<file path="src/hdl/jsu_pkg.sv">
package jsu_pkg;

    // Input and result items.
    typedef struct packed {
        logic [7:0] in_byte;
        logic       first_byte;
    } t_in_item;

    typedef struct packed {
        logic [7:0] out_byte;
        logic [1:0] kind;
        logic [1:0] error_code;
        logic       last;
    } t_out_item;

    // Result kinds and error codes.
    localparam logic [1:0] KIND_DATA = 2'd0;
    localparam logic [1:0] KIND_DONE = 2'd1;
    localparam logic [1:0] KIND_ERR  = 2'd2;

    localparam logic [1:0] ERR_CHAR = 2'd0;
    localparam logic [1:0] ERR_XHEX = 2'd1;
    localparam logic [1:0] ERR_UNI  = 2'd2;

    // Character codes.
    localparam logic [7:0] CH_NUL    = 8'h00;
    localparam logic [7:0] CH_LF     = 8'h0A;
    localparam logic [7:0] CH_QUOTE  = 8'h22;
    localparam logic [7:0] CH_BSLASH = 8'h5C;
    localparam logic [7:0] CH_X      = 8'h78;
    localparam logic [7:0] CH_U      = 8'h75;
    localparam logic [7:0] CH_ESC_B  = 8'h62;
    localparam logic [7:0] CH_ESC_F  = 8'h66;
    localparam logic [7:0] CH_ESC_N  = 8'h6E;
    localparam logic [7:0] CH_ESC_T  = 8'h74;
    localparam logic [7:0] CH_ESC_R  = 8'h72;
    localparam logic [7:0] CH_BS     = 8'h08;
    localparam logic [7:0] CH_FF     = 8'h0C;
    localparam logic [7:0] CH_TAB    = 8'h09;
    localparam logic [7:0] CH_CR     = 8'h0D;
    localparam logic [7:0] CH_DIGIT0 = 8'h30;
    localparam logic [7:0] CH_DIGIT9 = 8'h39;
    localparam logic [7:0] CH_LC_A   = 8'h61;
    localparam logic [7:0] CH_LC_F   = 8'h66;
    localparam logic [7:0] CH_UC_A   = 8'h41;
    localparam logic [7:0] CH_UC_F   = 8'h46;

    // Code point limits.
    localparam logic [15:0] SURR_HI_MIN = 16'hD800;
    localparam logic [15:0] SURR_HI_MAX = 16'hDBFF;
    localparam logic [20:0] SUPP_BASE   = 21'h10000;
    localparam logic [20:0] CP_MAX_1B   = 21'h0007F;
    localparam logic [20:0] CP_MAX_2B   = 21'h007FF;
    localparam logic [20:0] CP_MAX_3B   = 21'h0FFFF;

    // UTF-8 lead and continuation marks.
    localparam logic [7:0] UTF_LEAD2 = 8'hC0;
    localparam logic [7:0] UTF_LEAD3 = 8'hE0;
    localparam logic [7:0] UTF_LEAD4 = 8'hF0;
    localparam logic [7:0] UTF_CONT  = 8'h80;

    // Work queue between the decoder and the result sequencer.
    localparam int QUEUE_DEPTH = 4;
    localparam int QPTR_W      = $clog2(QUEUE_DEPTH);
    localparam int QCNT_W      = $clog2(QUEUE_DEPTH + 1);

    // One queue entry holds all results caused by one input byte.
    typedef struct packed {
        logic [1:0]      last_idx;
        logic [3:0][7:0] data;
        logic [1:0]      kind;
        logic [1:0]      code;
    } t_job;

    typedef struct packed {
        logic full;
        logic empty;
    } t_q_status;

    typedef struct packed {
        logic [1:0]      last_idx;
        logic [3:0][7:0] data;
    } t_utf8;

    // Returns {bad, value}.
    function automatic logic [4:0] hex_value(input logic [7:0] b);
        logic [4:0] res;
        res = 5'b1_0000;
        if (b inside {[CH_DIGIT0:CH_DIGIT9]}) begin
            res = {1'b0, 4'(b - CH_DIGIT0)};
        end else if (b inside {[CH_LC_A:CH_LC_F]}) begin
            res = {1'b0, 4'(b - CH_LC_A) + 4'd10};
        end else if (b inside {[CH_UC_A:CH_UC_F]}) begin
            res = {1'b0, 4'(b - CH_UC_A) + 4'd10};
        end
        return res;
    endfunction

    function automatic logic [7:0] escape_char(input logic [7:0] b);
        logic [7:0] res;
        case (b)
            CH_ESC_B: res = CH_BS;
            CH_ESC_F: res = CH_FF;
            CH_ESC_N: res = CH_LF;
            CH_ESC_T: res = CH_TAB;
            CH_ESC_R: res = CH_CR;
            default:  res = b;
        endcase
        return res;
    endfunction

    function automatic t_utf8 utf8_encode(input logic [20:0] cp);
        t_utf8 res;
        res = '0;
        if (cp <= CP_MAX_1B) begin
            res.data[0]  = cp[7:0];
            res.last_idx = 2'd0;
        end else if (cp <= CP_MAX_2B) begin
            res.data[0]  = UTF_LEAD2 | {3'b000, cp[10:6]};
            res.data[1]  = UTF_CONT | {2'b00, cp[5:0]};
            res.last_idx = 2'd1;
        end else if (cp <= CP_MAX_3B) begin
            res.data[0]  = UTF_LEAD3 | {4'b0000, cp[15:12]};
            res.data[1]  = UTF_CONT | {2'b00, cp[11:6]};
            res.data[2]  = UTF_CONT | {2'b00, cp[5:0]};
            res.last_idx = 2'd2;
        end else begin
            res.data[0]  = UTF_LEAD4 | {5'b00000, cp[20:18]};
            res.data[1]  = UTF_CONT | {2'b00, cp[17:12]};
            res.data[2]  = UTF_CONT | {2'b00, cp[11:6]};
            res.data[3]  = UTF_CONT | {2'b00, cp[5:0]};
            res.last_idx = 2'd3;
        end
        return res;
    endfunction

endpackage

</file>
<file path="src/hdl/jsu_front.sv">
module jsu_front (
    input  logic               i_clk,
    input  logic               i_rst_n,
    input  logic               i_in_valid,
    output logic               o_in_ready,
    input  jsu_pkg::t_in_item  i_in_item,
    input  jsu_pkg::t_q_status i_q_status,
    output logic               o_push,
    output jsu_pkg::t_job      o_job
);
    import jsu_pkg::*;

    typedef enum logic [3:0] {
        M_IDLE, M_BODY, M_ESC, M_XHEX, M_UHEX1, M_WANT_BS, M_WANT_U, M_UHEX2
    } t_mode;

    t_mode       r_mode, n_mode;
    logic [1:0]  r_digits, n_digits;
    logic [15:0] r_accum, n_accum;
    logic [9:0]  r_high, n_high;

    logic        w_accept;
    logic        w_has_result;
    t_job        w_job;

    always_comb begin
        t_mode       cur_mode;
        logic [1:0]  cur_digits;
        logic [15:0] cur_accum;
        logic [9:0]  cur_high;
        logic [7:0]  b;
        logic [4:0]  hex;
        logic [7:0]  accum_x;
        logic [15:0] accum_u;
        logic [20:0] cp_pair;
        t_utf8       enc;

        b          = i_in_item.in_byte;
        cur_mode   = i_in_item.first_byte ? M_BODY : r_mode;
        cur_digits = i_in_item.first_byte ? 2'd0 : r_digits;
        cur_accum  = i_in_item.first_byte ? 16'd0 : r_accum;
        cur_high   = i_in_item.first_byte ? 10'd0 : r_high;
        hex        = hex_value(b);
        accum_x    = {cur_accum[3:0], hex[3:0]};
        accum_u    = {cur_accum[11:0], hex[3:0]};
        cp_pair    = SUPP_BASE + {1'b0, cur_high, accum_u[9:0]};
        enc        = '0;

        n_mode       = cur_mode;
        n_digits     = cur_digits;
        n_accum      = cur_accum;
        n_high       = cur_high;
        w_has_result = 1'b0;
        w_job        = '0;
        w_job.kind   = KIND_DATA;
        w_job.code   = ERR_CHAR;

        case (cur_mode)
            M_BODY: begin
                w_has_result = (b != CH_BSLASH);
                if (b == CH_NUL || b == CH_LF) begin
                    n_mode     = M_IDLE;
                    n_digits   = '0;
                    n_accum    = '0;
                    n_high     = '0;
                    w_job.kind = KIND_ERR;
                    w_job.code = ERR_CHAR;
                end else if (b == CH_QUOTE) begin
                    n_mode     = M_IDLE;
                    w_job.kind = KIND_DONE;
                end else if (b == CH_BSLASH) begin
                    n_mode = M_ESC;
                end else begin
                    w_job.data[0] = b;
                end
            end
            M_ESC: begin
                n_digits = '0;
                n_accum  = '0;
                if (b == CH_X) begin
                    n_mode = M_XHEX;
                end else if (b == CH_U) begin
                    n_mode = M_UHEX1;
                end else begin
                    n_mode        = M_BODY;
                    w_has_result  = 1'b1;
                    w_job.data[0] = escape_char(b);
                end
            end
            M_XHEX: begin
                if (hex[4]) begin
                    n_mode       = M_IDLE;
                    n_digits     = '0;
                    n_accum      = '0;
                    n_high       = '0;
                    w_has_result = 1'b1;
                    w_job.kind   = KIND_ERR;
                    w_job.code   = ERR_XHEX;
                end else begin
                    n_accum = {8'd0, accum_x};
                    if (cur_digits == 2'd1) begin
                        n_mode        = M_BODY;
                        n_digits      = '0;
                        w_has_result  = 1'b1;
                        w_job.data[0] = accum_x;
                    end else begin
                        n_digits = 2'd1;
                    end
                end
            end
            M_UHEX1, M_UHEX2: begin
                if (hex[4]) begin
                    n_mode       = M_IDLE;
                    n_digits     = '0;
                    n_accum      = '0;
                    n_high       = '0;
                    w_has_result = 1'b1;
                    w_job.kind   = KIND_ERR;
                    w_job.code   = ERR_UNI;
                end else begin
                    n_accum = accum_u;
                    if (cur_digits != 2'd3) begin
                        n_digits = cur_digits + 2'd1;
                    end else begin
                        n_digits = '0;
                        if (cur_mode == M_UHEX1 &&
                            accum_u inside {[SURR_HI_MIN:SURR_HI_MAX]}) begin
                            // High surrogate: hold its payload and wait for \u.
                            n_high  = accum_u[9:0];
                            n_accum = '0;
                            n_mode  = M_WANT_BS;
                        end else begin
                            n_mode = M_BODY;
                            if (cur_mode == M_UHEX1) begin
                                enc = utf8_encode({5'd0, accum_u});
                            end else begin
                                enc = utf8_encode(cp_pair);
                            end
                            w_has_result   = 1'b1;
                            w_job.data     = enc.data;
                            w_job.last_idx = enc.last_idx;
                        end
                    end
                end
            end
            M_WANT_BS, M_WANT_U: begin
                if ((cur_mode == M_WANT_BS && b != CH_BSLASH) ||
                    (cur_mode == M_WANT_U && b != CH_U)) begin
                    n_mode       = M_IDLE;
                    n_digits     = '0;
                    n_accum      = '0;
                    n_high       = '0;
                    w_has_result = 1'b1;
                    w_job.kind   = KIND_ERR;
                    w_job.code   = ERR_UNI;
                end else if (cur_mode == M_WANT_BS) begin
                    n_mode = M_WANT_U;
                end else begin
                    n_mode   = M_UHEX2;
                    n_digits = '0;
                    n_accum  = '0;
                end
            end
            default: begin
                n_mode = M_IDLE;
            end
        endcase
    end

    assign o_in_ready = !i_q_status.full;
    assign w_accept   = i_in_valid && o_in_ready;
    assign o_push     = w_accept && w_has_result;
    assign o_job      = w_job;

    always_ff @(posedge i_clk) begin
        if (!i_rst_n) begin
            r_mode   <= M_IDLE;
            r_digits <= '0;
            r_accum  <= '0;
            r_high   <= '0;
        end else if (w_accept) begin
            r_mode   <= n_mode;
            r_digits <= n_digits;
            r_accum  <= n_accum;
            r_high   <= n_high;
        end
    end

endmodule

</file>
<file path="src/hdl/jsu_queue.sv">
module jsu_queue (
    input  logic               i_clk,
    input  logic               i_rst_n,
    input  logic               i_push,
    input  jsu_pkg::t_job      i_job,
    input  logic               i_pop,
    output jsu_pkg::t_job      o_job,
    output jsu_pkg::t_q_status o_status
);
    import jsu_pkg::*;

    t_job              r_mem [QUEUE_DEPTH];
    logic [QPTR_W-1:0] r_wr, r_rd;
    logic [QCNT_W-1:0] r_count;

    function automatic logic [QPTR_W-1:0] ptr_next(input logic [QPTR_W-1:0] p);
        return (p == QPTR_W'(QUEUE_DEPTH - 1)) ? '0 : p + QPTR_W'(1);
    endfunction

    assign o_job          = r_mem[r_rd];
    assign o_status.full  = (r_count == QCNT_W'(QUEUE_DEPTH));
    assign o_status.empty = (r_count == '0);

    always_ff @(posedge i_clk) begin
        if (!i_rst_n) begin
            r_wr    <= '0;
            r_rd    <= '0;
            r_count <= '0;
        end else begin
            if (i_push) begin
                r_wr <= ptr_next(r_wr);
            end
            if (i_pop) begin
                r_rd <= ptr_next(r_rd);
            end
            if (i_push && !i_pop) begin
                r_count <= r_count + QCNT_W'(1);
            end else if (i_pop && !i_push) begin
                r_count <= r_count - QCNT_W'(1);
            end
        end
    end

    always_ff @(posedge i_clk) begin
        if (i_push) begin
            r_mem[r_wr] <= i_job;
        end
    end

endmodule

</file>
<file path="src/hdl/jsu_back.sv">
module jsu_back (
    input  logic               i_clk,
    input  logic               i_rst_n,
    input  jsu_pkg::t_job      i_job,
    input  jsu_pkg::t_q_status i_q_status,
    output logic               o_pop,
    output logic               o_out_valid,
    input  logic               i_out_ready,
    output jsu_pkg::t_out_item o_out_item
);
    import jsu_pkg::*;

    logic      r_valid;
    logic [1:0] r_idx;
    t_out_item r_item;
    logic      w_load;
    logic      w_end;

    // Results of one item leave one per cycle while i_out_ready is high, first byte first.
    assign w_load = (!r_valid || i_out_ready) && !i_q_status.empty;
    assign w_end  = (r_idx == i_job.last_idx);
    assign o_pop  = w_load && w_end;

    assign o_out_valid = r_valid;
    assign o_out_item  = r_item;

    always_ff @(posedge i_clk) begin
        if (!i_rst_n) begin
            r_valid <= 1'b0;
            r_idx   <= '0;
        end else if (w_load) begin
            r_valid <= 1'b1;
            r_idx   <= w_end ? 2'd0 : r_idx + 2'd1;
        end else if (i_out_ready) begin
            r_valid <= 1'b0;
        end
    end

    always_ff @(posedge i_clk) begin
        if (w_load) begin
            r_item.out_byte   <= i_job.data[r_idx];
            r_item.kind       <= i_job.kind;
            r_item.error_code <= i_job.code;
            r_item.last       <= w_end;
        end
    end

endmodule

</file>
<file path="src/hdl/json_string_unescape_utf8.sv">
// Channel   Direction  Handshake                  Item
// input     in         i_in_valid / o_in_ready    i_in_item  (in_byte, first_byte)
// result    out        o_out_valid / i_out_ready  o_out_item (out_byte, kind, error_code, last)
//
// One input byte is taken per cycle while the four-entry work queue has room.
// Results leave one per cycle unless the output stalls; a \u escape gives one per UTF-8 byte.
// A taken byte's results are written into the queue, then loaded into the output register.
// Reset (synchronous, active low) idles the decoder and empties the queue and output register.
// An output stall fills the queue, after which o_in_ready drops until an entry leaves.
module json_string_unescape_utf8 (
    input  logic               i_clk,
    input  logic               i_rst_n,
    input  logic               i_in_valid,
    output logic               o_in_ready,
    input  jsu_pkg::t_in_item  i_in_item,
    output logic               o_out_valid,
    input  logic               i_out_ready,
    output jsu_pkg::t_out_item o_out_item
);
    import jsu_pkg::*;

    // Decoder to queue: a push carries every result of one input byte.
    logic      w_push;
    t_job      w_push_job;

    // Queue head as seen by the result sequencer.
    t_job      w_head_job;
    t_q_status w_q_status;
    logic      w_pop;

    // The front end runs the escape state machine and classifies each byte.
    jsu_front u_front (
        .i_clk      (i_clk),
        .i_rst_n    (i_rst_n),
        .i_in_valid (i_in_valid),
        .o_in_ready (o_in_ready),
        .i_in_item  (i_in_item),
        .i_q_status (w_q_status),
        .o_push     (w_push),
        .o_job      (w_push_job)
    );

    // The queue decouples the input side from output stalls.
    jsu_queue u_queue (
        .i_clk    (i_clk),
        .i_rst_n  (i_rst_n),
        .i_push   (w_push),
        .i_job    (w_push_job),
        .i_pop    (w_pop),
        .o_job    (w_head_job),
        .o_status (w_q_status)
    );

    // The back end walks each queued entry and sends its results in order.
    jsu_back u_back (
        .i_clk       (i_clk),
        .i_rst_n     (i_rst_n),
        .i_job       (w_head_job),
        .i_q_status  (w_q_status),
        .o_pop       (w_pop),
        .o_out_valid (o_out_valid),
        .i_out_ready (i_out_ready),
        .o_out_item  (o_out_item)
    );

    // Done and error results are always the only result of their byte.
    a_ctrl_is_last: assert property (@(posedge i_clk) disable iff (!i_rst_n)
        (o_out_valid && o_out_item.kind != KIND_DATA) |-> o_out_item.last)
        else $error("done or error result not marked last");

    // Non-data results carry a zero byte; only errors carry an error code.
    a_ctrl_payload: assert property (@(posedge i_clk) disable iff (!i_rst_n)
        (o_out_valid && o_out_item.kind != KIND_DATA) |->
        (o_out_item.out_byte == 8'd0 &&
         (o_out_item.kind == KIND_ERR || o_out_item.error_code == ERR_CHAR)))
        else $error("control result carries a payload");

    // A taken result that is not last is followed at once by the next byte.
    a_burst_cont: assert property (@(posedge i_clk) disable iff (!i_rst_n)
        (o_out_valid && i_out_ready && !o_out_item.last) |=> o_out_valid)
        else $error("multi-byte result sequence broken");

    // The queue is never pushed while full.
    a_no_overflow: assert property (@(posedge i_clk) disable iff (!i_rst_n)
        w_push |-> !w_q_status.full)
        else $error("work queue overflow");

endmodule
</file>
<file path="config.mk">
export PLATFORM = sky130hd
export DESIGN_NAME = json_string_unescape_utf8
export DESIGN_NICKNAME = d
export VERILOG_FILES = /design/src/hdl/jsu_pkg.sv /design/src/hdl/jsu_front.sv /design/src/hdl/jsu_queue.sv /design/src/hdl/jsu_back.sv /design/src/hdl/json_string_unescape_utf8.sv
export SDC_FILE = /design/constraint.sdc
export NUM_CORES = 1
export LEC_CHECK = 0
export CORE_MARGIN = 5
export CORE_UTILIZATION = 64
export DETAILED_ROUTE_END_ITERATION = 10
export DONT_BUFFER_PORTS = 1
export GPL_TIMING_DRIVEN = 0
export PLACE_DENSITY = 0.8
export SYNTH_ARGS = -nofsm -noshare
export SYNTH_HDL_FRONTEND = slang
export SYNTH_SLANG_ARGS = --single-unit
</file>
<file path="constraint.sdc">
create_clock -name i_clk -period 4.6 [get_ports i_clk]
set_clock_uncertainty 0.2 [all_clocks]
set_input_delay 0 -clock i_clk [delete_from_list [all_inputs] [get_ports i_clk]]
set_output_delay 0 -clock i_clk [all_outputs]
set_load 0.02 [all_outputs]
</file>
**Word level (Yosys, flattened, before mapping)**

Memory sizes are Yosys's and may differ from the RTL's. A register that Yosys moved wholly into a read port is not among the register bits.
Index checks and enable logic that the tools add are counted.

- Order comparisons: 14
- Bitwise logic cells: 0
- Reductions and logical operators: 27
- Multiplexer cells: 100
- Div/mod/pow operators: 0
- Shifts and indexed selects: 0
- $add $sub $neg: 12
- Multiply operators: 0
- Equal/unequal tests: 25

Operators with widths:

| operator | count |
|---|---|
| $mux 16 | 9 |
| $mux 34 | 4 |
| $mux 8 | 13 |
| $pmux 16 s5 | 1 |
| $mux 10 | 7 |
| $eq 8x7->1 const B | 8 |
| $mux 4 | 13 |
| $mux 24 | 2 |
| $pmux 10 s4 | 1 |
| $pmux 8 s5 | 1 |
| $mux 2 | 16 |
| $pmux 8 s4 | 1 |
| $mux 26 | 1 |
| $mux 22 | 1 |
| $add 17x20->21 const A | 1 |
| $le 21x11->1 const B | 1 |
| $le 21x16->1 const B | 1 |
| $le 21x7->1 const B | 1 |
| $pmux 4 s5 | 1 |
| $mux 1 | 17 |
| $bmux 8 s2 | 1 |
| $eq 4x3->1 const B | 4 |
| $ge 16x16->1 const B | 1 |
| $ge 8x7->1 const B | 2 |
| other kinds (35) | 70 |

- Bits in latches: 0
- Flip-flop bits (word level): 55
- Memories kept: 1
- ROM bits: 0
- Bits in writable memories: 152
- Bits of input ports: 13
- Word-level logic and storage cells: 192
- Output and inout bits: 15

Memory list:

| name | words | bits a word | rd ports | clocked after Yosys merged registers in | write ports | RTL line | text |
|---|---|---|---|---|---|---|---|
| u_queue.r_mem | 4 | 38 | 1 | 1 | 1 | jsu_queue.sv:12 | `t_job r_mem [QUEUE_DEPTH];` |

**Longest topological paths before layout**

Gate-level depths: netlist of run 1.

- Depth in word-level cells: 17
- Depth in mapped cells: 16

**Hierarchy**

A second synthesis of run 1 with hierarchy kept.

- Cells, all modules: 785
- Area total of the unflattened synthesis: 10143.5 um2

By module, submodules not included:

| module | cells an instance | seq. area each (um2) | instances | area each (um2) |
|---|---|---|---|---|
| jsu_queue | 242 | 4744.6 | 1 | 5955.7 |
| jsu_front | 497 | 560.5 | 1 | 3393.3 |
| jsu_back | 46 | 450.4 | 1 | 794.5 |

**Worst setup path after synthesis of run 1**

No wires, ideal clock.

- Path type: input to register
- Start: input i_in_item[2] (netlist name)
- End: register u_queue.r_count[2]
- Setup slack: 968 ps
- Data arrival time: 3356 ps
- Required time: 4324 ps
- Stages on the path: 15
- Path buffers: 2
- Path through: clkbuf_2 inv_1 ha_1 or4b_1 nor2b_1 o311a_1 buf_2 o21ai_0 a41oi_1 ha_1 inv_1 fa_1 xor2_1 or3_1 a21boi_0

- Word-level cells in the longest chain between the ends: 16

Ends and longest elaborated chain:

| what | RTL line | text |
|---|---|---|
| from (decl) | json_string_unescape_utf8.sv:15 | `input jsu_pkg::t_in_item i_in_item,` |
| $sub 4x1->4, or another cell as far along | jsu_pkg.sv:92, jsu_pkg.sv:94 |  |
| $add 4x4->4 / $logic_and 1x1->1 (equally long branches) | jsu_pkg.sv:92, jsu_pkg.sv:94, jsu_pkg.sv:93 |  |
| $mux 5 | jsu_pkg.sv:93 | `end else if (b inside {[CH_UC_A:CH_UC_F]}) begin` |
| $mux 5 | jsu_pkg.sv:91 | `end else if (b inside {[CH_LC_A:CH_LC_F]}) begin` |
| $mux 5 | jsu_pkg.sv:89 | `if (b inside {[CH_DIGIT0:CH_DIGIT9]}) begin` |
| $ge 16x16->1 / $le 16x16->1 (equally long branches) | jsu_front.sv:127 | `accum_u inside {[SURR_HI_MIN:SURR_HI_MAX]}) begin` |
| $logic_and 1x1->1 (2 in series) | jsu_front.sv:127 |  |
| $mux 1 | jsu_front.sv:126 | `if (cur_mode == M_UHEX1 &&` |
| $mux 1 | jsu_front.sv:122 | `if (cur_digits != 2'd3) begin` |
| $mux 1 | jsu_front.sv:112 | `if (hex[4]) begin` |
| $pmux 1 s5 (*) | jsu_front.sv:58 | `case (cur_mode)` |
| $logic_and 1x1->1 (*) | jsu_front.sv:172 | `assign o_push = w_accept && w_has_result;` |
| via u_front.o_push | jsu_front.sv:8 | `output logic o_push,` |
| $logic_not 1->1 | jsu_queue.sv:38 | `end else if (i_pop && !i_push) begin` |
| $logic_and 1x1->1 | jsu_queue.sv:38 |  |
| $reduce_bool 2->1 (no line) | -- |  |
| to (signal assigned) | jsu_queue.sv:37 | `r_count <= r_count + QCNT_W'(1);` |
| to (signal assigned) | jsu_queue.sv:39 | `r_count <= r_count - QCNT_W'(1);` |
| to (decl) | jsu_queue.sv:14 | `logic [QCNT_W-1:0] r_count;` |

Mark *: on every way through the listed nets, which the timed path passes. The rest lies on a longest branch.
A chain may end at the register's enable or synchronous reset.

==> results of run 1 <==
## synthesized netlist by cell type, types with 4 or more instances
cell      count
mux2i_1      15
xor2_1        4
o21ai_0      33
nor2_1       58
a221oi_1      4
and2_1       17
o31a_1        6
ha_1         15
inv_1        18
nor2b_1      40
nand4_1       8
a21boi_0      5
a21oi_1      37
mux4_2       40
edfxtp_1    149
nand2b_1      7
dfxtp_1      40
nor4bb_1      4
buf_1         5
nor4_1        8
clkbuf_1     30
o21a_1        5
o22ai_1       5
nand3_1      14
a22oi_1      19
nand3b_1      4
o211ai_1      5
o31ai_1       5
nor3_1       16
nand2_1      60
nor3b_1       5
a22o_1        8
and3_1        6
## cells by family after synthesis
| logic type | Yosys count | share of synthesized area [%] |
|---|---|---|
| and+or+nand+nor | 266 | 14.7 |
| buffers and inverters | 60 | 2.65 |
| muxes | 60 | 11.7 |
| adders and majority gates | 16 | 2.18 |
| DFF | 189 | 55.3 |
| AOI/OAI and AO/OA | 177 | 12.9 |
| xor gates and xnor gates | 7 | 0.642 |
## worst max-delay path by stage
stage / to / slack (ns) / start
floorplan: u_queue.r_count[2] / 0.97 / i_in_item[2]
global placement: u_queue.r_mem[3][16] / -0.32 / i_in_item[0]
detailed placement: u_queue.r_mem[1][10] / -0.22 / i_in_item[0]
CTS: u_queue.r_count[2] / 0.06 / i_in_item[2]
global route: u_queue.r_mem[2][10] / 0.03 / i_in_item[0]
finish: u_queue.r_mem[1][10] / 0.22 / i_in_item[0]
## routing by layer
| layer | vias up | wire length (um) |
|---|---|---|
| li1 | 3074 | - |
| met1 | 3555 | 10700 |
| met2 | 521 | 13700 |
| met3 | 67 | 2790 |
| met4 | 0 | 762 |
| met5 | - | 0 |
## flip-flops by register name, summed over array words and instances, names as in the netlist, named ones only
signal / count
u_back.o_out_item: 13
u_back.o_out_valid: 1
u_back.r_idx: 2
u_front.r_accum: 12
u_front.r_digits: 2
u_front.r_high: 10
u_front.r_mode: 4
u_queue.r_count: 3
u_queue.r_mem: 136
u_queue.r_rd: 2
u_queue.r_wr: 2
## cell type report
class,count,area share (%)
Buffer,42,1.76
Clock buffer,17,4.04
Clock inverter,15,1.46
Inverter,18,0.641
Multi-Input combinational cell,526,38.3
Sequential cell,189,50.0
Tap cell,184,2.18
Timing Repair Buffer,16,1.57
## stage by stage
| step | TNS (ns) | setup WS [ns] |
|---|---|---|
| floorplan | 0 | 0.968 |
| CTS | 0 | 0.0599 |
| global route | 0 | 0.0253 |
| finish | 0 | 0.223 |
| global placement | -46.38 | -0.323 |
| detailed placement | -6.70 | -0.222 |
## timing repair
action | in CTS | in global routing
gates resized for setup | 0 | 3
hold buffers | 15 | 0
endpoints found under the setup margin | 0 | 45
hold endpoints to repair | 77 | 0
## power groups by stage
stage | combinational, mW | sequential (mW) | clock (mW)
2_1_floorplan | 0.551 | 2.16 | 0
3_3_place_gp | 0.699 | 2.18 | 0
3_5_place_dp | 0.752 | 2.18 | 0
4_1_cts | 0.801 | 2.16 | 1.46
5_1_grt | 0.864 | 2.17 | 1.54
6_report | 0.809 | 2.16 | 1.46
## cells in the final DEF (no fill, tap or decap), types with 15 or more instances in the layout
cell type	count
nor2_1	58
dlygate4sd3_1	15
dfxtp_1	40
inv_1	18
ha_1	15
mux4_2	40
a21oi_1	36
clkbuf_1	30
nor2b_1	39
o21ai_0	33
clkbuf_16	17
nand2_1	60
a22oi_1	19
mux2i_1	15
edfxtp_1	149
nor3_1	16
## worst reg2reg max path, stage by stage, from the launching register on
cell and delay, ns:
dfxtp_1 0.44, nor2b_2 0.33, ha_1 0.28, nand3b_1 0.11, o32ai_1 0.57, nand2_1 0.28, nor3_1 0.41, mux2_2 0.33
nor2_1 0.14, o21ai_0 0.41, nand3_1 0.33
==> impl_metrics.sql, run 1 <==
INSERT INTO impl_metrics (metric_group, metric, value, unit) VALUES
('status', 'run_status', 'finished clean', ''),
('cts', 'clockBufferDepth', '2', ''),
('setup_path', 'timing.critical_path.required', '4.49', 'ns'),
('setup_path', 'cp_cell_sequence', 'clkbuf_1 > clkbuf_1 > buf_1 > nor2b_2 > ha_1 > o32ai_1 > nand2_1 > nor3_1 > mux2_2 > nor2_1 > o21ai_0 > nand3_1', ''),
('timing', 'finalSetupViolations', '0', ''),
('cts', 'cts_tree', 'done', ''),
('floorplanning', 'core-area', '0.0146', 'sq mm'),
('yosys', 'cell_type_with_the_highest_aggregate_area_in_the_netlist', 'edfxtp_1', ''),
('cts', 'cts_htree_levels', '4', ''),
('timing', 'peak_freq', '0.228', 'GHz'),
('global_route', 'grt_pass1_wl', '43700', 'um'),
('timing', 'max-slew-margin-rel', '22.0', '%'),
('yosys', 'synth-edff-count', '149', ''),
('setup_path', 'reg2reg_to', 'u_queue.r_mem[1][10]', ''),
('setup_path', 'cpPeakStageDelay', '0.56', 'ns'),
('cells_and_area', 'final_util', '72.3', '%'),
('placement', 'place.port_buffers', '0', ''),
('yosys', 'top_area_cell_type_share_of_the_netlist_area', '46.9', '%'),
('power', 'power_frac_seq', '48.8', '%'),
('setup_path', 'crit-reg2reg-launch', 'u_front.r_high[7]', ''),
('global_route', 'grt_antenna_before_repair', '0', ''),
('placement', 'detailed_place_hpwl', '18600', 'um'),
('timing', 'fin_crit_sh', '95.1', '%'),
('yosys', 'yosys-top-cells-area', 'edfxtp_1, mux4_2, dfxtp_1', ''),
('yosys', 'syn-mean-instance-area', '12.3', 'sq um'),
('setup_path', 'start_kind', 'input port', ''),
('power', 'design_power_total', '4.42', 'mW'),
('timing', 'rsz0062_at_grt', 'no', ''),
('min_path', 'hold_path_depth', '5', ''),
('cts', 'cts.reportedPaths.clkPinSlew', '0.08', 'ns'),
('timing', 'finalMaxSlewViolations', '0', ''),
('power', 'power.static_leakage', '3.32', 'nW'),
('global_route', 'grtUsageMet1', '45.2', '%'),
('global_route', 'groute.layer.met3.usage', '7.98', '%'),
('drt', 'avgRoutedWirePerCell', '27.8', 'um'),
('min_path', 'min_delay_worst_endpoint', 'u_front.r_mode[1]', ''),
('drt', 'drt-vias-per-instance', '7.17', ''),
('cts', 'cts-buffers-inserted', '17', ''),
('yosys', 'yosys_most_used_dff', 'edfxtp_1', ''),
('setup_path', 'critical_path.top_delay_family', 'buffers and inverters', ''),
('yosys', 'synth_cell_area', '0.00954', 'sq mm'),
('drt', 'route.vias.total', '7217', ''),
('yosys', 'synthDistinctLibCells', '82', ''),
('setup_path', 'crit_cells', '12', ''),
('min_path', 'hold_start', 'i_in_item[7]', ''),
('global_route', 'grt_max_degree', '35', ''),
('cells_and_area', 'finish.cell_count_without_fillers', '1007', ''),
('timing', 'hold_slack', '0.0366', 'ns'),
('yosys', 'post_synth_inst_count', '775', ''),
('drt', 'drt-total-wl', '28000', 'um'),
('cts', 'clk_latency', '0.43', 'ns'),
('placement', 'post_dp_cell_area', '0.00980', 'sq mm'),
('timing', 'max_slew.worst_pin.slew', '1.16', 'ns'),
('global_route', 'global_route.usage.met2', '53.3', '%'),
('global_route', 'globalRouteTotalUtil', '33.0', '%'),
('setup_path', 'rrSetupSlack', '0.43', 'ns'),
('yosys', 'ys_async_sr_fraction', '0', '%'),
('floorplanning', 'initial_core_utilization', '65.4', '%'),
('drt', 'drt_drc_violations_left', '0', ''),
('power', 'sw_frac_of_total', '29.5', '%'),
('power', 'p_sw', '1.30', 'mW'),
('floorplanning', 'area_of_the_die', '0.0175', 'sq mm'),
('cells_and_area', 'ff_latch_area', '0.00528', 'sq mm'),
('timing', 'finalCriticalPeriod', '4.38', 'ns'),
('cells_and_area', 'multiInputGateArea', '0.00404', 'sq mm'),
('setup_path', 'path_class', 'in2reg', ''),
('setup_path', 'ff2ff_path_depth', '10', ''),
('cts', 'clockRootBuffer', 'clkbuf_16', ''),
('power', 'share_of_total_power_in_combinational_logic', '18.3', '%'),
('setup_path', 'critical-path-top-cell-by-count', 'clkbuf_1', ''),
('cells_and_area', 'antenna-diode-count', '0', '');
Power figures use the tool's default switching activity.
==> run 2, diff against run 1 <==
--- a/config.mk
+++ b/config.mk
@@ -10,6 +10,7 @@
 export DETAILED_ROUTE_END_ITERATION = 10
 export DONT_BUFFER_PORTS = 1
 export GPL_TIMING_DRIVEN = 0
+export MAX_ROUTING_LAYER = met4
 export PLACE_DENSITY = 0.8
 export SYNTH_ARGS = -nofsm -noshare
 export SYNTH_HDL_FRONTEND = slang
==> impl_metrics.sql, run 2 (synthesis results as in run 1) <==
INSERT INTO impl_metrics (metric_group, metric, value, unit) VALUES
('placement', 'gp_routability_congestion', '1.00', ''),
('placement', 'place.port_buffers', '0', ''),
('timing', 'rsz0062_at_grt', 'yes', ''),
('placement', 'detailed_place_hpwl', '18600', 'um'),
('flow_run', 'timing.max_cap.violations', '0', ''),
('timing', 'peak_freq', '0.230', 'GHz'),
('cts', 'clockBufferDepth', '2', ''),
('timing', 'fin_crit_sh', '94.7', '%'),
('setup_path', 'worstPathArrival', '4.25', 'ns'),
('drt', 'drt_drc_violations_left', '0', ''),
('cts', 'cts.sinks', '189', ''),
('cells_and_area', 'fraction_of_layout_instances_using_a_drive_strength_above_1', '13.3', '%'),
('drt', 'final_antenna_net_count', '0', ''),
('drt', 'avgRoutedWirePerCell', '28.1', 'um'),
('floorplanning', 'area_of_the_die', '0.0175', 'sq mm'),
('cells_and_area', 'largest-register', 'u_queue.r_mem', ''),
('cts', 'cts-buffers-inserted', '17', ''),
('min_path', 'worst_hold_path_type', 'in2reg', ''),
('setup_path', 'ff2ff_path_depth', '10', ''),
('cells_and_area', 'ff_latch_area', '0.00528', 'sq mm'),
('global_route', 'grt_antenna_before_repair', '0', ''),
('global_route', 'first_global_vias', '7013', ''),
('setup_path', 'crit_path_max_fanout', '10', ''),
('setup_path', 'start_kind', 'input port', ''),
('cts', 'setup_buffers_after_cts', '0', ''),
('cts', 'cts_tree', 'done', ''),
('cts', 'clockRootBuffer', 'clkbuf_16', ''),
('cells_and_area', 'largest_register_ffs', '136', ''),
('placement', 'post-place-cells', '960', ''),
('drt', 'drt-vias-per-instance', '7.26', ''),
('setup_path', 'path_class', 'in2reg', ''),
('placement', 'post_dp_cell_area', '0.00980', 'sq mm'),
('cells_and_area', 'most_common_library_cell_in_the_layout_ignoring_fill_and_taps', 'edfxtp_1', ''),
('timing', 'finalHoldViolCount', '0', ''),
('setup_path', 'timing.critical_path.required', '4.49', 'ns'),
('cts', 'cts_htree_levels', '4', ''),
('cells_and_area', 'area_growth_syn_to_layout', '10.2', '%'),
('global_route', 'globalRoute.totalOverflow', '0', ''),
('setup_path', 'rrSetupSlack', '0.39', 'ns'),
('global_route', 'grt_max_degree', '35', ''),
('floorplanning', 'die_y', '132', 'um'),
('setup_path', 'worstSetupStartpoint', 'i_in_item[0]', ''),
('cells_and_area', 'layout.cells.most_common_list', 'edfxtp_1, nand2_1, nor2_1', ''),
('drt', 'drt_iter0_drc', '916', ''),
('setup_path', 'reg2reg_to', 'u_queue.r_mem[0][10]', ''),
('setup_path', 'crit-reg2reg-launch', 'u_front.r_high[7]', ''),
('timing', 'max-slew-margin-rel', '26.1', '%'),
('power', 'power.static_leakage', '3.32', 'nW'),
('floorplanning', 'io_pins', '28', ''),
('cells_and_area', 'nNetsFinal', '835', ''),
('floorplanning', 'core-area', '0.0146', 'sq mm'),
('cts', 'clk_latency', '0.43', 'ns'),
('power', 'p_per_area', '418', 'mW/mm^2'),
('timing', 'max_slew.worst_pin.slew', '1.10', 'ns'),
('floorplanning', 'die_x', '132', 'um'),
('cells_and_area', 'finish.cell_count_without_fillers', '1003', ''),
('timing', 'finalSetupViolations', '0', ''),
('cts', 'cts.reportedPaths.clkPinSlew', '0.07', 'ns'),
('global_route', 'globalRouteTotalUtil', '33.6', '%'),
('setup_path', 'critical_path.endpoint_type', 'register', ''),
('global_route', 'grt_pass1_wl', '43200', 'um'),
('cells_and_area', 'number_of_filler_cells_placed_in_the_layout', '927', ''),
('power', 'ir_drop', '273', 'uV'),
('floorplanning', 'initial_core_utilization', '65.4', '%'),
('drt', 'route.vias.total', '7283', ''),
('drt', 'drt_pass1_iterations', '6', ''),
('floorplanning', 'rows', '44', ''),
('cells_and_area', 'multiInputGateArea', '0.00405', 'sq mm'),
('timing', 'finalCriticalPeriod', '4.35', 'ns'),
('setup_path', 'crit_end', 'u_queue.r_mem[0][10]', ''),
('drt', 'drt-total-wl', '28100', 'um'),
('cells_and_area', 'postLayoutCellArea', '0.0105', 'sq mm'),
('timing', 'finalMaxSlewViolations', '0', ''),
('status', 'run_status', 'finished clean', ''),
('cells_and_area', 'antenna-diode-count', '0', '');
run 2: worst min-delay path by stage:
stage / end / slack, ns / start / cells past startpoint
finish: u_queue.r_mem[3][2] / 0.02 / i_in_item[6] / 3
global route: u_queue.r_mem[3][2] / 0.04 / i_in_item[5] / 3
CTS: u_queue.r_mem[3][2] / 0.002 / i_in_item[5] / 3
detailed placement: u_back.o_out_valid / 0.02 / i_out_ready / 3
global placement: u_back.o_out_valid / -0.001 / i_out_ready / 3
floorplan: u_back.o_out_valid / -0.01 / i_out_ready / 3
run 2: worst max-delay path, cell delays in order:
cell and delay [ns]:
clkbuf_1 0.25, clkbuf_1 0.39, buf_1 0.36, nor2b_1 0.51, ha_1 0.34, nand3b_1 0.13
o32ai_2 0.41, nand3_1 0.20, nor2_1 0.39, mux2_2 0.33, nor2_1 0.14, o21ai_0 0.44
nand3_1 0.33
run 2: area by class of cell:
type	instances	area share, %
multi-input combinational	526	38.5
clock inverter	14	1.42
timing repair buffer	12	1.19
tap	184	2.19
sequential	189	50.2
buffer	42	1.76
clock buffer	18	4.08
inverter	18	0.643
run 2: metal layers:
layer	global-route usage, %	routed length (um)	up-vias
met4	11.8	1090	0
met1	44.6	10700	3592
met5	-	0	-
met3	6.15	2720	83
met2	52.9	13600	528
li1	-	-	3080
run 2: stage by stage:
step / TNS [ns] / setup slack, ns / utilization [%] / hold slack [ns] / power (mW)
5_1_grt: -0.0327 / -0.0327 / 72.1 / 0.0434 / 4.54
2_1_floorplan: 0 / 0.968 / - / -0.0115 / 2.71
6_report: 0 / 0.245 / 72.1 / 0.0173 / 4.40
3_5_place_dp: -13.30 / -0.351 / 67.2 / 0.0188 / 2.93
4_1_cts: 0 / 0.114 / 71.9 / 0.00209 / 4.37
3_3_place_gp: -42.43 / -0.282 / 67.0 / -0.00144 / 2.87
run 2: report_power, final:
| part | internal (mW) | leakage, nW | total, mW | switching (mW) |
|---|---|---|---|---|
| combinational | 0.348 | 1.38 | 0.793 | 0.446 |
| clock | 0.772 | 0.286 | 1.46 | 0.684 |
| sequential | 2.00 | 1.65 | 2.15 | 0.145 |
| total | 3.12 | 3.32 | 4.40 | 1.27 |
run 2: timing repair:
action                                 4_1_cts  5_1_grt
setup endpoints to repair                    0       57
endpoints found under the hold margin       73        0
gates resized for setup                      0        6
hold buffers                                11        0
